===== src/design/ccfr_pkg.sv =====
// ----------------------------------------------------------------------------
// ccfr_pkg
// Shared constants, status codes and the CRC-16/CCITT-FALSE byte update for
// the COBS frame receiver.
// ----------------------------------------------------------------------------
package ccfr_pkg;

   localparam int FRAME_LIMIT_MAX = 1024;
   localparam int COUNT_W         = $clog2(FRAME_LIMIT_MAX + 1);
   localparam int CFG_W           = 11;
   localparam int LEN_W           = 11;
   localparam int LIMIT_W         = (COUNT_W > CFG_W) ? COUNT_W : CFG_W;
   localparam int CSR_ADDR_W      = 3;
   localparam int CSR_DATA_W      = 32;

   localparam logic [CFG_W-1:0]   CFG_RESET    = CFG_W'(1024);
   localparam logic [15:0]        CRC_INIT     = 16'hFFFF;
   localparam logic [15:0]        CRC_POLY     = 16'h1021;
   localparam logic [7:0]         CODE_FULL    = 8'hFF;
   localparam logic [7:0]         DELIM_BYTE   = 8'h00;
   localparam logic [COUNT_W-1:0] DELAY_BYTES  = COUNT_W'(2);
   localparam logic [COUNT_W-1:0] MIN_DECODED  = COUNT_W'(3);

   typedef enum logic [1:0] {
      STATUS_OK       = 2'd0,
      STATUS_CRC      = 2'd1,
      STATUS_SHORT    = 2'd2,
      STATUS_OVERFLOW = 2'd3
   } status_type;

   function automatic logic [15:0] crc16_byte(input logic [15:0] crc, input logic [7:0] data);
      logic [15:0] c;
      c = crc ^ {data, 8'h00};
      for (int i = 0; i < 8; i++) begin
         if (c[15]) begin
            c = {c[14:0], 1'b0} ^ CRC_POLY;
         end else begin
            c = {c[14:0], 1'b0};
         end
      end
      return c;
   endfunction

endpackage


===== src/design/ccfr_csr.sv =====
// ----------------------------------------------------------------------------
// ccfr_csr
// Configuration register block: holds the per-frame raw byte limit behind a
// simple APB-style register port.
// ----------------------------------------------------------------------------
module ccfr_csr
   import ccfr_pkg::*;
(
   input  logic                  clock,
   input  logic                  reset,
   input  logic                  csr_psel,
   input  logic                  csr_penable,
   input  logic                  csr_pwrite,
   input  logic [CSR_ADDR_W-1:0] csr_paddr,
   input  logic [CSR_DATA_W-1:0] csr_pwdata,
   output logic [CSR_DATA_W-1:0] csr_prdata,
   output logic                  csr_pready,
   output logic [CFG_W-1:0]      max_frame_bytes
);

   logic [CFG_W-1:0] max_frame_ff;
   logic [CFG_W-1:0] max_frame_in;
   logic             sel_limit;

   assign sel_limit  = (csr_paddr[CSR_ADDR_W-1] == 1'b0);
   assign csr_pready = 1'b1;

   always_comb begin
      max_frame_in = max_frame_ff;
      if (csr_psel && csr_penable && csr_pwrite && sel_limit) begin
         max_frame_in = csr_pwdata[CFG_W-1:0];
      end
   end

   always_ff @(posedge clock) begin
      if (reset) begin
         max_frame_ff <= CFG_RESET;
      end else begin
         max_frame_ff <= max_frame_in;
      end
   end

   always_comb begin
      csr_prdata = '0;
      if (sel_limit) begin
         csr_prdata = CSR_DATA_W'(max_frame_ff);
      end
   end

   assign max_frame_bytes = max_frame_ff;

endmodule


===== src/design/cobs_crc_frame_receiver.sv =====
// ----------------------------------------------------------------------------
// cobs_crc_frame_receiver
// COBS deframer with CRC-16/CCITT-FALSE check: decodes raw link bytes into
// payload bytes and gives one end transaction with status per frame.
// ----------------------------------------------------------------------------
// A byte passes from the input register into the result register, and waits
// in the input register while a result is stalled at the output.
// Throughput: one byte per cycle while the output is not stalled.
// Reset is synchronous and active high; the limit returns to 1024 bytes and
// the frame state restarts. No clearing pass is needed after reset.
module cobs_crc_frame_receiver
   import ccfr_pkg::*;
(
   input  logic                  clock,
   input  logic                  reset,
   input  logic                  req_valid,
   output logic                  req_stall,
   input  logic [7:0]            req_raw_byte,
   output logic                  rsp_valid,
   input  logic                  rsp_stall,
   output logic [7:0]            rsp_payload_byte,
   output logic                  rsp_frame_end,
   output logic [1:0]            rsp_frame_status,
   output logic [LEN_W-1:0]      rsp_payload_length,
   input  logic                  csr_psel,
   input  logic                  csr_penable,
   input  logic                  csr_pwrite,
   input  logic [CSR_ADDR_W-1:0] csr_paddr,
   input  logic [CSR_DATA_W-1:0] csr_pwdata,
   output logic [CSR_DATA_W-1:0] csr_prdata,
   output logic                  csr_pready
);

   logic [CFG_W-1:0]   max_frame_bytes;
   logic [LIMIT_W-1:0] limit;

   logic               advance;
   logic               load_s1;
   logic               process;

   logic               s1_valid_ff, s1_valid_in;
   logic [7:0]         s1_byte_ff, s1_byte_in;

   logic [7:0]         block_left_ff, block_left_in;
   logic               zero_owed_ff, zero_owed_in;
   logic [COUNT_W-1:0] raw_count_ff, raw_count_in;
   logic [COUNT_W-1:0] dec_count_ff, dec_count_in;
   logic [7:0]         tail0_ff, tail0_in;
   logic [7:0]         tail1_ff, tail1_in;
   logic [15:0]        crc_ff, crc_in;

   logic               rsp_valid_ff, rsp_valid_in;
   logic [7:0]         rsp_byte_ff, rsp_byte_in;
   logic               rsp_end_ff, rsp_end_in;
   status_type         rsp_status_ff, rsp_status_in;
   logic [LEN_W-1:0]   rsp_len_ff, rsp_len_in;

   logic               emit;
   logic               do_deliver;
   logic [7:0]         deliver_byte;
   logic               restart;
   logic               have_payload;
   logic [COUNT_W-1:0] payload_given;
   logic [15:0]        crc_next;

   ccfr_csr u_csr (
      .clock           (clock),
      .reset           (reset),
      .csr_psel        (csr_psel),
      .csr_penable     (csr_penable),
      .csr_pwrite      (csr_pwrite),
      .csr_paddr       (csr_paddr),
      .csr_pwdata      (csr_pwdata),
      .csr_prdata      (csr_prdata),
      .csr_pready      (csr_pready),
      .max_frame_bytes (max_frame_bytes)
   );

   assign limit = (LIMIT_W'(max_frame_bytes) > LIMIT_W'(FRAME_LIMIT_MAX)) ?
                  LIMIT_W'(FRAME_LIMIT_MAX) : LIMIT_W'(max_frame_bytes);

   assign advance   = !rsp_valid_ff || !rsp_stall;
   assign load_s1   = !s1_valid_ff || advance;
   assign process   = s1_valid_ff && advance;
   assign req_stall = s1_valid_ff && !advance;

   always_comb begin
      s1_valid_in = s1_valid_ff;
      s1_byte_in  = s1_byte_ff;
      if (load_s1) begin
         s1_valid_in = req_valid;
         if (req_valid) begin
            s1_byte_in = req_raw_byte;
         end
      end
   end

   assign have_payload  = (dec_count_ff >= DELAY_BYTES);
   assign payload_given = have_payload ? (dec_count_ff - DELAY_BYTES) : '0;
   assign crc_next      = crc16_byte(crc_ff, tail0_ff);

   always_comb begin
      emit          = 1'b0;
      restart       = 1'b0;
      do_deliver    = 1'b0;
      deliver_byte  = DELIM_BYTE;
      rsp_byte_in   = 8'h00;
      rsp_end_in    = 1'b0;
      rsp_status_in = STATUS_OK;
      rsp_len_in    = '0;
      block_left_in = block_left_ff;
      zero_owed_in  = zero_owed_ff;
      raw_count_in  = raw_count_ff;
      dec_count_in  = dec_count_ff;
      tail0_in      = tail0_ff;
      tail1_in      = tail1_ff;
      crc_in        = crc_ff;

      if (process) begin
         if (s1_byte_ff == DELIM_BYTE) begin
            if (raw_count_ff != '0) begin
               emit       = 1'b1;
               restart    = 1'b1;
               rsp_end_in = 1'b1;
               rsp_len_in = LEN_W'(payload_given);
               if (dec_count_ff < MIN_DECODED) begin
                  rsp_status_in = STATUS_SHORT;
               end else if ({tail0_ff, tail1_ff} == crc_ff) begin
                  rsp_status_in = STATUS_OK;
               end else begin
                  rsp_status_in = STATUS_CRC;
               end
            end
         end else if (LIMIT_W'(raw_count_ff) >= limit) begin
            emit          = 1'b1;
            restart       = 1'b1;
            rsp_end_in    = 1'b1;
            rsp_status_in = STATUS_OVERFLOW;
            rsp_len_in    = LEN_W'(payload_given);
         end else begin
            raw_count_in = raw_count_ff + COUNT_W'(1);
            if (block_left_ff == 8'h00) begin
               do_deliver    = zero_owed_ff;
               deliver_byte  = DELIM_BYTE;
               block_left_in = s1_byte_ff - 8'd1;
               zero_owed_in  = (s1_byte_ff != CODE_FULL);
            end else begin
               do_deliver    = 1'b1;
               deliver_byte  = s1_byte_ff;
               block_left_in = block_left_ff - 8'd1;
            end
         end

         if (do_deliver) begin
            if (have_payload) begin
               emit        = 1'b1;
               rsp_byte_in = tail0_ff;
               crc_in      = crc_next;
            end
            tail0_in     = tail1_ff;
            tail1_in     = deliver_byte;
            dec_count_in = dec_count_ff + COUNT_W'(1);
         end

         if (restart) begin
            block_left_in = 8'h00;
            zero_owed_in  = 1'b0;
            raw_count_in  = '0;
            dec_count_in  = '0;
            tail0_in      = 8'h00;
            tail1_in      = 8'h00;
            crc_in        = CRC_INIT;
         end
      end
   end

   always_comb begin
      rsp_valid_in = rsp_valid_ff;
      if (advance) begin
         rsp_valid_in = process && emit;
      end
   end

   always_ff @(posedge clock) begin
      if (reset) begin
         s1_valid_ff   <= 1'b0;
         rsp_valid_ff  <= 1'b0;
         block_left_ff <= 8'h00;
         zero_owed_ff  <= 1'b0;
         raw_count_ff  <= '0;
         dec_count_ff  <= '0;
         tail0_ff      <= 8'h00;
         tail1_ff      <= 8'h00;
         crc_ff        <= CRC_INIT;
      end else begin
         s1_valid_ff   <= s1_valid_in;
         rsp_valid_ff  <= rsp_valid_in;
         block_left_ff <= block_left_in;
         zero_owed_ff  <= zero_owed_in;
         raw_count_ff  <= raw_count_in;
         dec_count_ff  <= dec_count_in;
         tail0_ff      <= tail0_in;
         tail1_ff      <= tail1_in;
         crc_ff        <= crc_in;
      end
   end

   always_ff @(posedge clock) begin
      s1_byte_ff <= s1_byte_in;
      if (advance) begin
         rsp_byte_ff   <= rsp_byte_in;
         rsp_end_ff    <= rsp_end_in;
         rsp_status_ff <= rsp_status_in;
         rsp_len_ff    <= rsp_len_in;
      end
   end

   assign rsp_valid          = rsp_valid_ff;
   assign rsp_payload_byte   = rsp_byte_ff;
   assign rsp_frame_end      = rsp_end_ff;
   assign rsp_frame_status   = rsp_status_ff;
   assign rsp_payload_length = rsp_len_ff;

   // The decoder never produces more bytes than it has received.
   assert property (@(posedge clock) disable iff (reset)
      dec_count_ff <= raw_count_ff)
      else $error("decoded byte count exceeds raw byte count");

   // Ending a frame always returns the frame state to its starting values.
   assert property (@(posedge clock) disable iff (reset)
      (process && restart) |=> (raw_count_ff == '0 && dec_count_ff == '0 &&
                                crc_ff == CRC_INIT && !zero_owed_ff))
      else $error("frame state not restarted after end transaction");

   // A payload transaction carries no status and no length.
   assert property (@(posedge clock) disable iff (reset)
      (rsp_valid_ff && !rsp_end_ff) |-> (rsp_status_ff == STATUS_OK && rsp_len_ff == '0))
      else $error("payload transaction carries end fields");

   // The input side is only held back while the input register is occupied.
   assert property (@(posedge clock) disable iff (reset)
      req_stall |-> (s1_valid_ff && rsp_valid_ff))
      else $error("input stalled without a waiting transaction");

   // A result leaves the pipeline only from a byte that was being processed.
   assert property (@(posedge clock) disable iff (reset)
      $rose(rsp_valid_ff) |-> $past(s1_valid_ff))
      else $error("result produced without an input transaction");

endmodule

===== config.mk =====
export PLATFORM = sky130hd
export DESIGN_NAME = cobs_crc_frame_receiver
export DESIGN_NICKNAME = d
export VERILOG_FILES = /design/src/design/ccfr_pkg.sv /design/src/design/ccfr_csr.sv /design/src/design/cobs_crc_frame_receiver.sv
export SDC_FILE = /design/constraint.sdc
export NUM_CORES = 1
export LEC_CHECK = 0
export CELL_PAD_IN_SITES_DETAIL_PLACEMENT = 1
export CELL_PAD_IN_SITES_GLOBAL_PLACEMENT = 1
export CORE_ASPECT_RATIO = 0.6
export CORE_MARGIN = 4
export CORE_UTILIZATION = 48
export CTS_CLUSTER_DIAMETER = 120
export DETAILED_ROUTE_END_ITERATION = 8
export DONT_BUFFER_PORTS = 1
export PLACE_DENSITY_LB_ADDON = 0.1
export SYNTH_ARGS = -nofsm -noshare
export SYNTH_HDL_FRONTEND = slang
export SYNTH_HIERARCHICAL = 1
export SYNTH_SLANG_ARGS = --single-unit

===== constraint.sdc =====
create_clock -name clock -period 3.1 [get_ports clock]
set_clock_uncertainty 0.05 [all_clocks]
set_input_delay 0.465 -clock clock [delete_from_list [all_inputs] [get_ports clock]]
set_output_delay 0.465 -clock clock [all_outputs]
set_load 0.005 [all_outputs]

# Word-level counts from Yosys, hierarchy flattened

Index checks and enable logic that the tools add are counted.

Bits in registers: 106
Output and inout bits: 57
Word-level logic and storage cells: 115

$add $sub $neg: 5
Order comparisons: 4
Equal/unequal tests: 4
Multiplexer cells: 53
Bitwise logic cells: 10
Reduce and logical (&&, ||, !) cells: 24

Operator list:

| cell                                                                                 | count |
|---|---|
| 11-bit 2-to-1 mux                                                                    | 11 |
| 13-bit 2-to-1 mux                                                                    | 8 |
| 8-bit 2-to-1 mux                                                                     | 11 |
| 16-bit 2-to-1 mux                                                                    | 3 |
| 3-bit NOT                                                                            | 8 |
| 11-bit by 1-bit adder with 11-bit output, second input constant                      | 2 |
| 16-bit == test                                                                       | 1 |
| 8-bit logical NOT                                                                    | 2 |
| 1-bit 2-to-1 mux                                                                     | 16 |
| 8-bit by 1-bit subtractor with 8-bit output, second input constant                   | 2 |
| 16-bit XOR                                                                           | 1 |
| 11-bit greater-or-equal comparator                                                   | 1 |
| 11-bit by 2-bit greater-or-equal comparator with 1-bit output, second input constant | 1 |
| 11-bit > comparator, second input constant                                           | 1 |
| 11-bit by 2-bit < comparator with 1-bit output, second input constant                | 1 |
| 11-bit nonzero test                                                                  | 1 |
| 11-bit by 2-bit subtractor with 11-bit output, second input constant                 | 1 |
| 3-bit AND reduction                                                                  | 3 |
| 2-bit 2-to-1 mux                                                                     | 4 |
| 8-bit inequality test, second input constant                                         | 1 |
| 1-bit logical AND                                                                    | 6 |
| 2-bit nonzero test                                                                   | 3 |
| 1-bit logical NOT                                                                    | 4 |
| 2-bit by 1-bit inequality test with 1-bit output, second input constant              | 2 |
| other kinds (4)                                                                      | 6 |

# Depth between registers and ports, before layout

Word-level depth: 20
Gate-level depth with buffers: 11
Mapped depth without buffers: 10

# Hierarchy

Netlist, hierarchy kept.

By module, submodules not included:

| module                  | instances | cells each | area an instance (um2) | seq. area each (um2) |
|---|---|---|---|---|
| cobs_crc_frame_receiver | 1         | 519        | 4869.7                 | 2202.1 |
| ccfr_csr                | 1         | 84         | 752.0                  | 220.2 |

# Least setup slack after synthesis

No wires, ideal clock.

Path type: register to register
From: register block_left_ff[5]
To: register block_left_ff[6]
Setup time: 0.132 ns
Arrival: 2.468 ns
Required time: 2.918 ns
Slack: 0.450 ns
Stages on the path, launching flop included: 12
Buffers on the path: 1
Clock period less this slack: 2.650 ns
Cell sequence: dfxtp_1 or3_4 nor4_1 clkbuf_1 a21oi_1 ha_1 or3b_2 nor3_1 a21bo_2 mux2i_1 o21ai_0 a21oi_1

Longest elaborated chain between the ends: 5
Elaborated cells on any way between the ends: 6

Ends and longest elaborated chain:

| item                                                                             | RTL line                                                       | RTL |
|---|---|---|
| start: declaration                                                               | cobs_crc_frame_receiver.sv:44                                  | `logic [7:0] block_left_ff, block_left_in;` |
| start signal: assignment                                                         | cobs_crc_frame_receiver.sv:198                                 | `block_left_ff <= block_left_in;` |
| 8-bit by 1-bit subtractor with 8-bit output or 8-bit logical NOT (tied branches) | cobs_crc_frame_receiver.sv:150, cobs_crc_frame_receiver.sv:142 |  |
| 8-bit 2-to-1 mux (*)                                                             | cobs_crc_frame_receiver.sv:142                                 | `if (block_left_ff == 8'h00) begin` |
| 8-bit 2-to-1 mux (*)                                                             | cobs_crc_frame_receiver.sv:134                                 | `end else if (LIMIT_W'(raw_count_ff) >= limit) begin` |
| 8-bit 2-to-1 mux (*)                                                             | cobs_crc_frame_receiver.sv:120                                 | `if (s1_byte_ff == DELIM_BYTE) begin` |
| 8-bit 2-to-1 mux (*)                                                             | cobs_crc_frame_receiver.sv:165                                 | `if (restart) begin` |

Mark *: on every way between the ends. The rest lies on a longest branch, timed or not. The select of a mux whose other input is x is not followed.
A chain may end at the register's enable or synchronous reset.

# Worst setup path after layout

From: register block_left_ff[6]
To: register block_left_ff[6]

The elaborated chain is that of the path after synthesis.

==> flow_summary.json <==
{
  "status": "finished, final reports clean",
  "final_max_slew_viol_count": 0,
  "yosysWarnings": 6,
  "synth-compound-area-share": 0.129,
  "die_area_um2": 13600,
  "synth_top_area_frac": 0.271,
  "cp_max_fo": 12,
  "maxSlewHeadroom": 0.408,
  "start_util": 0.494,
  "port_buffers": 0,
  "ys_types": 62,
  "min_path_cells": 1,
  "crit_type": "flop to flop",
  "root_buffer": "clkbuf_16",
  "synth.area.mux_share": 0.0249,
  "clk_pin_slew_ns": 0.07,
  "endpoint_kind": "flop",
  "final_cell_mix": "dfxtp_1, nor2_1, nand2_1",
  "cap_violations": 0,
  "synth_top_cell_by_area": "dfxtp_1",
  "synth_enable_flop_cells": 30,
  "reg2reg_depth": 11,
  "synth.avg_cell_area_um2": 9.32,
  "power_density_nw_per_um2": 533,
  "wl_um": 14300,
  "p_comb_frac": 0.168,
  "setup_violations": 0,
  "seqPwrFrac": 0.478,
  "antenna_found_initial": 0,
  "power.switching_mw": 0.873,
  "clock_path_buffers": 2,
  "yosys_register_bits": 106,
  "syn_area_um2": 5620,
  "synth_top_family_by_area": "simple AND/OR/NAND/NOR gates",
  "fp.dieW_um": 148,
  "period_share": 0.933,
  "track_usage": 0.222,
  "finalHoldViolCount": 0,
  "hpwl_um": 10400,
  "whs_ns": 0.148,
  "required_ns": 3.33,
  "final_common_cell": "dfxtp_1",
  "die_h_um": 91.8,
  "drtAntennaViolNets": 0,
  "worst_pin_slew_ns": 0.887,
  "synthTopCellsByArea": "dfxtp_1, edfxtp_1, xnor2_1, ha_1, nor2_1",
  "synthArstFlopShare": 0,
  "design.core.area_um2": 11400,
  "p_int_mw": 2.31,
  "avgRoutedWirePerCell_um": 18.9,
  "drtPass1Iterations": 4,
  "clock-sinks": 106,
  "cts_tree": "built",
  "ctsHtreeMaxLevel": 3,
  "vias": 4296,
  "synth_seq_area_share": 0.431,
  "gp_congestion": 0.820,
  "overflow": 0,
  "min_path_type": "input pin to flop",
  "post-cts-setup-buffer-count": 0,
  "cts_made_buffers": 9,
  "synth_fa_ha_area_frac": 0.0423,
  "fin_crit_ns": 2.89,
  "grt_max_degree": 59,
  "tns_ns": 0,
  "switching_share": 0.274,
  "crit_arrival_ns": 3.12,
  "fp-row-count": 30,
  "area_growth_pct": 6.30,
  "p_clk_frac": 0.354,
  "drc": 0,
  "synthXorXnorAreaFrac": 0.0841,
  "p_leak_nw": 2.20,
  "synthSimpleGateAreaFrac": 0.210,
  "diodes": 0,
  "drive_gt1_frac": 0.0804,
  "rsz0062_at_grt": "no",
  "syn_inst": 603,
  "critPathLaunchType": "flop",
  "ir_drop_uv": 252,
  "fmax_mhz": 346,
  "boundaryPins": 107,
  "yosys_most_used_dff": "dfxtp_1",
  "grt_pass1_wl_um": 24100,
  "grt_pass1_vias": 4474,
  "clk_latency_ns": 0.35,
  "finalNetCount": 661,
  "viasPerCell": 5.68,
  "drt_iter0_markers": 260
}
==> repair_timing <==
item	4_1_cts	5_1_grt
hold buffers	0	0
pin swaps	0	0
resized for setup	1	6
endpoints found under the setup margin	3	48
==> path summary, 6_finish.rpt <==
check	start	to	slack, ns
max	block_left_ff[6]$_SDFFE_PP0P_	block_left_ff[6]$_SDFFE_PP0P_	0.21
min reg2reg	u_csr/max_frame_bytes[2]$_SDFFE_PP0P_	u_csr/max_frame_bytes[2]$_SDFFE_PP0P_	0.45
max reg2reg	block_left_ff[6]$_SDFFE_PP0P_	block_left_ff[6]$_SDFFE_PP0P_	0.21
min	reset	raw_count_ff[1]$_SDFFE_PP0P_	0.15
==> logic make-up (layout without fill, tap and decap cells) <==
| logic type | Yosys count | in the layout |
|---|---|---|
| compound gates | 104 | 104 |
| xor+xnor | 54 | 54 |
| fa+ha+maj | 19 | 19 |
| buf+inv | 76 | 50 |
| flops | 106 | 106 |
| mux | 14 | 14 |
| other cells | 2 | 22 |
| simple gates | 228 | 228 |
==> power by group through the flow <==
stage | clock (mW) | sequential, mW | combinational [mW]
finish | 1.13 | 1.52 | 0.534
detailed placement | 0 | 1.55 | 0.513
global placement | 0 | 1.55 | 0.490
CTS | 1.15 | 1.52 | 0.524
global route | 1.22 | 1.53 | 0.586
floorplan | 0 | 1.53 | 0.418
==> registers in the layout, summed over array words and instances, names as in the netlist, 8 cells and up <==
| name | cells |
|---|---|
| block_left_ff | 8 |
| dec_count_ff | 11 |
| tail1_ff | 8 |
| tail0_ff | 8 |
| u_csr/max_frame_bytes | 11 |
| s1_byte_ff | 8 |
| crc_ff | 16 |
| raw_count_ff | 11 |
| rsp_payload_length | 11 |
| rsp_payload_byte | 8 |
==> cell type report <==
| type | count | area, um^2 |
|---|---|---|
| clock buffers | 12 | 236 |
| fillers | 1321 | 5400 |
| flip-flops and latches | 106 | 2420 |
| multi-input cells | 441 | 2860 |
| repair buffers | 16 | 133 |
| well taps | 160 | 200 |
| clock inverters | 4 | 52.6 |
| inverters | 18 | 71.3 |
==> cells in the mapped netlist, drive strengths merged (2+ instances only) <==
library cell and count:
and2 3, o31ai 6, nand4b 2, xor2 14, or4 6, xnor2 40
a32oi 4, o211ai 4, and3 3, edfxtp 30, nor2 60, o32ai 17
ha 19, or3 6, nor4 10, nand2 50, o311ai 3, mux2i 14
a22oi 2, nor3 15, clkbuf 22, o21ai 20, and4 5, inv 17
o21a 5, nand3 14, conb 2, nand4 11, a211oi 2, nand2b 22
a21oi 26, a21bo 2, dfxtp 76, buf 36, nor2b 17, a31oi 6
==> metrics by stage <==
stage	instances	worst slack (ns)	area [um^2]	total power, mW	util
after floorplan	623	0.450	5700	1.95	-
after global placement	741	0.117	5660	2.04	0.498
after detailed placement	741	-0.103	5660	2.07	0.498
after CTS	757	0.0439	5960	3.19	0.524
after global routing	757	0.0000555	5980	3.34	0.525
final	757	0.207	5980	3.19	0.525
==> critical path, stage by stage (launching register included) <==
cell and delay, ns:
dfxtp_1 0.42, or3_4 0.19, nor4_1 0.06, buf_4 0.21
a21oi_1 0.24, ha_1 0.26, or3b_2 0.52, nor3_2 0.20
a21bo_2 0.26, mux2i_1 0.13, o21ai_0 0.12, a21oi_1 0.19
==> metal layers <==
| layer | part of all wire | up-vias | global-route usage |
|---|---|---|---|
| met3 | 0.050 | 14 | 0.0528 |
| met2 | 0.46 | 93 | 0.344 |
| met5 | 0 | - | 0 |
| li1 | - | 2076 | - |
| met4 | 0.013 | 0 | 0.0543 |
| met1 | 0.48 | 2113 | 0.314 |
Note: power is estimated with default switching activity, not from simulation.
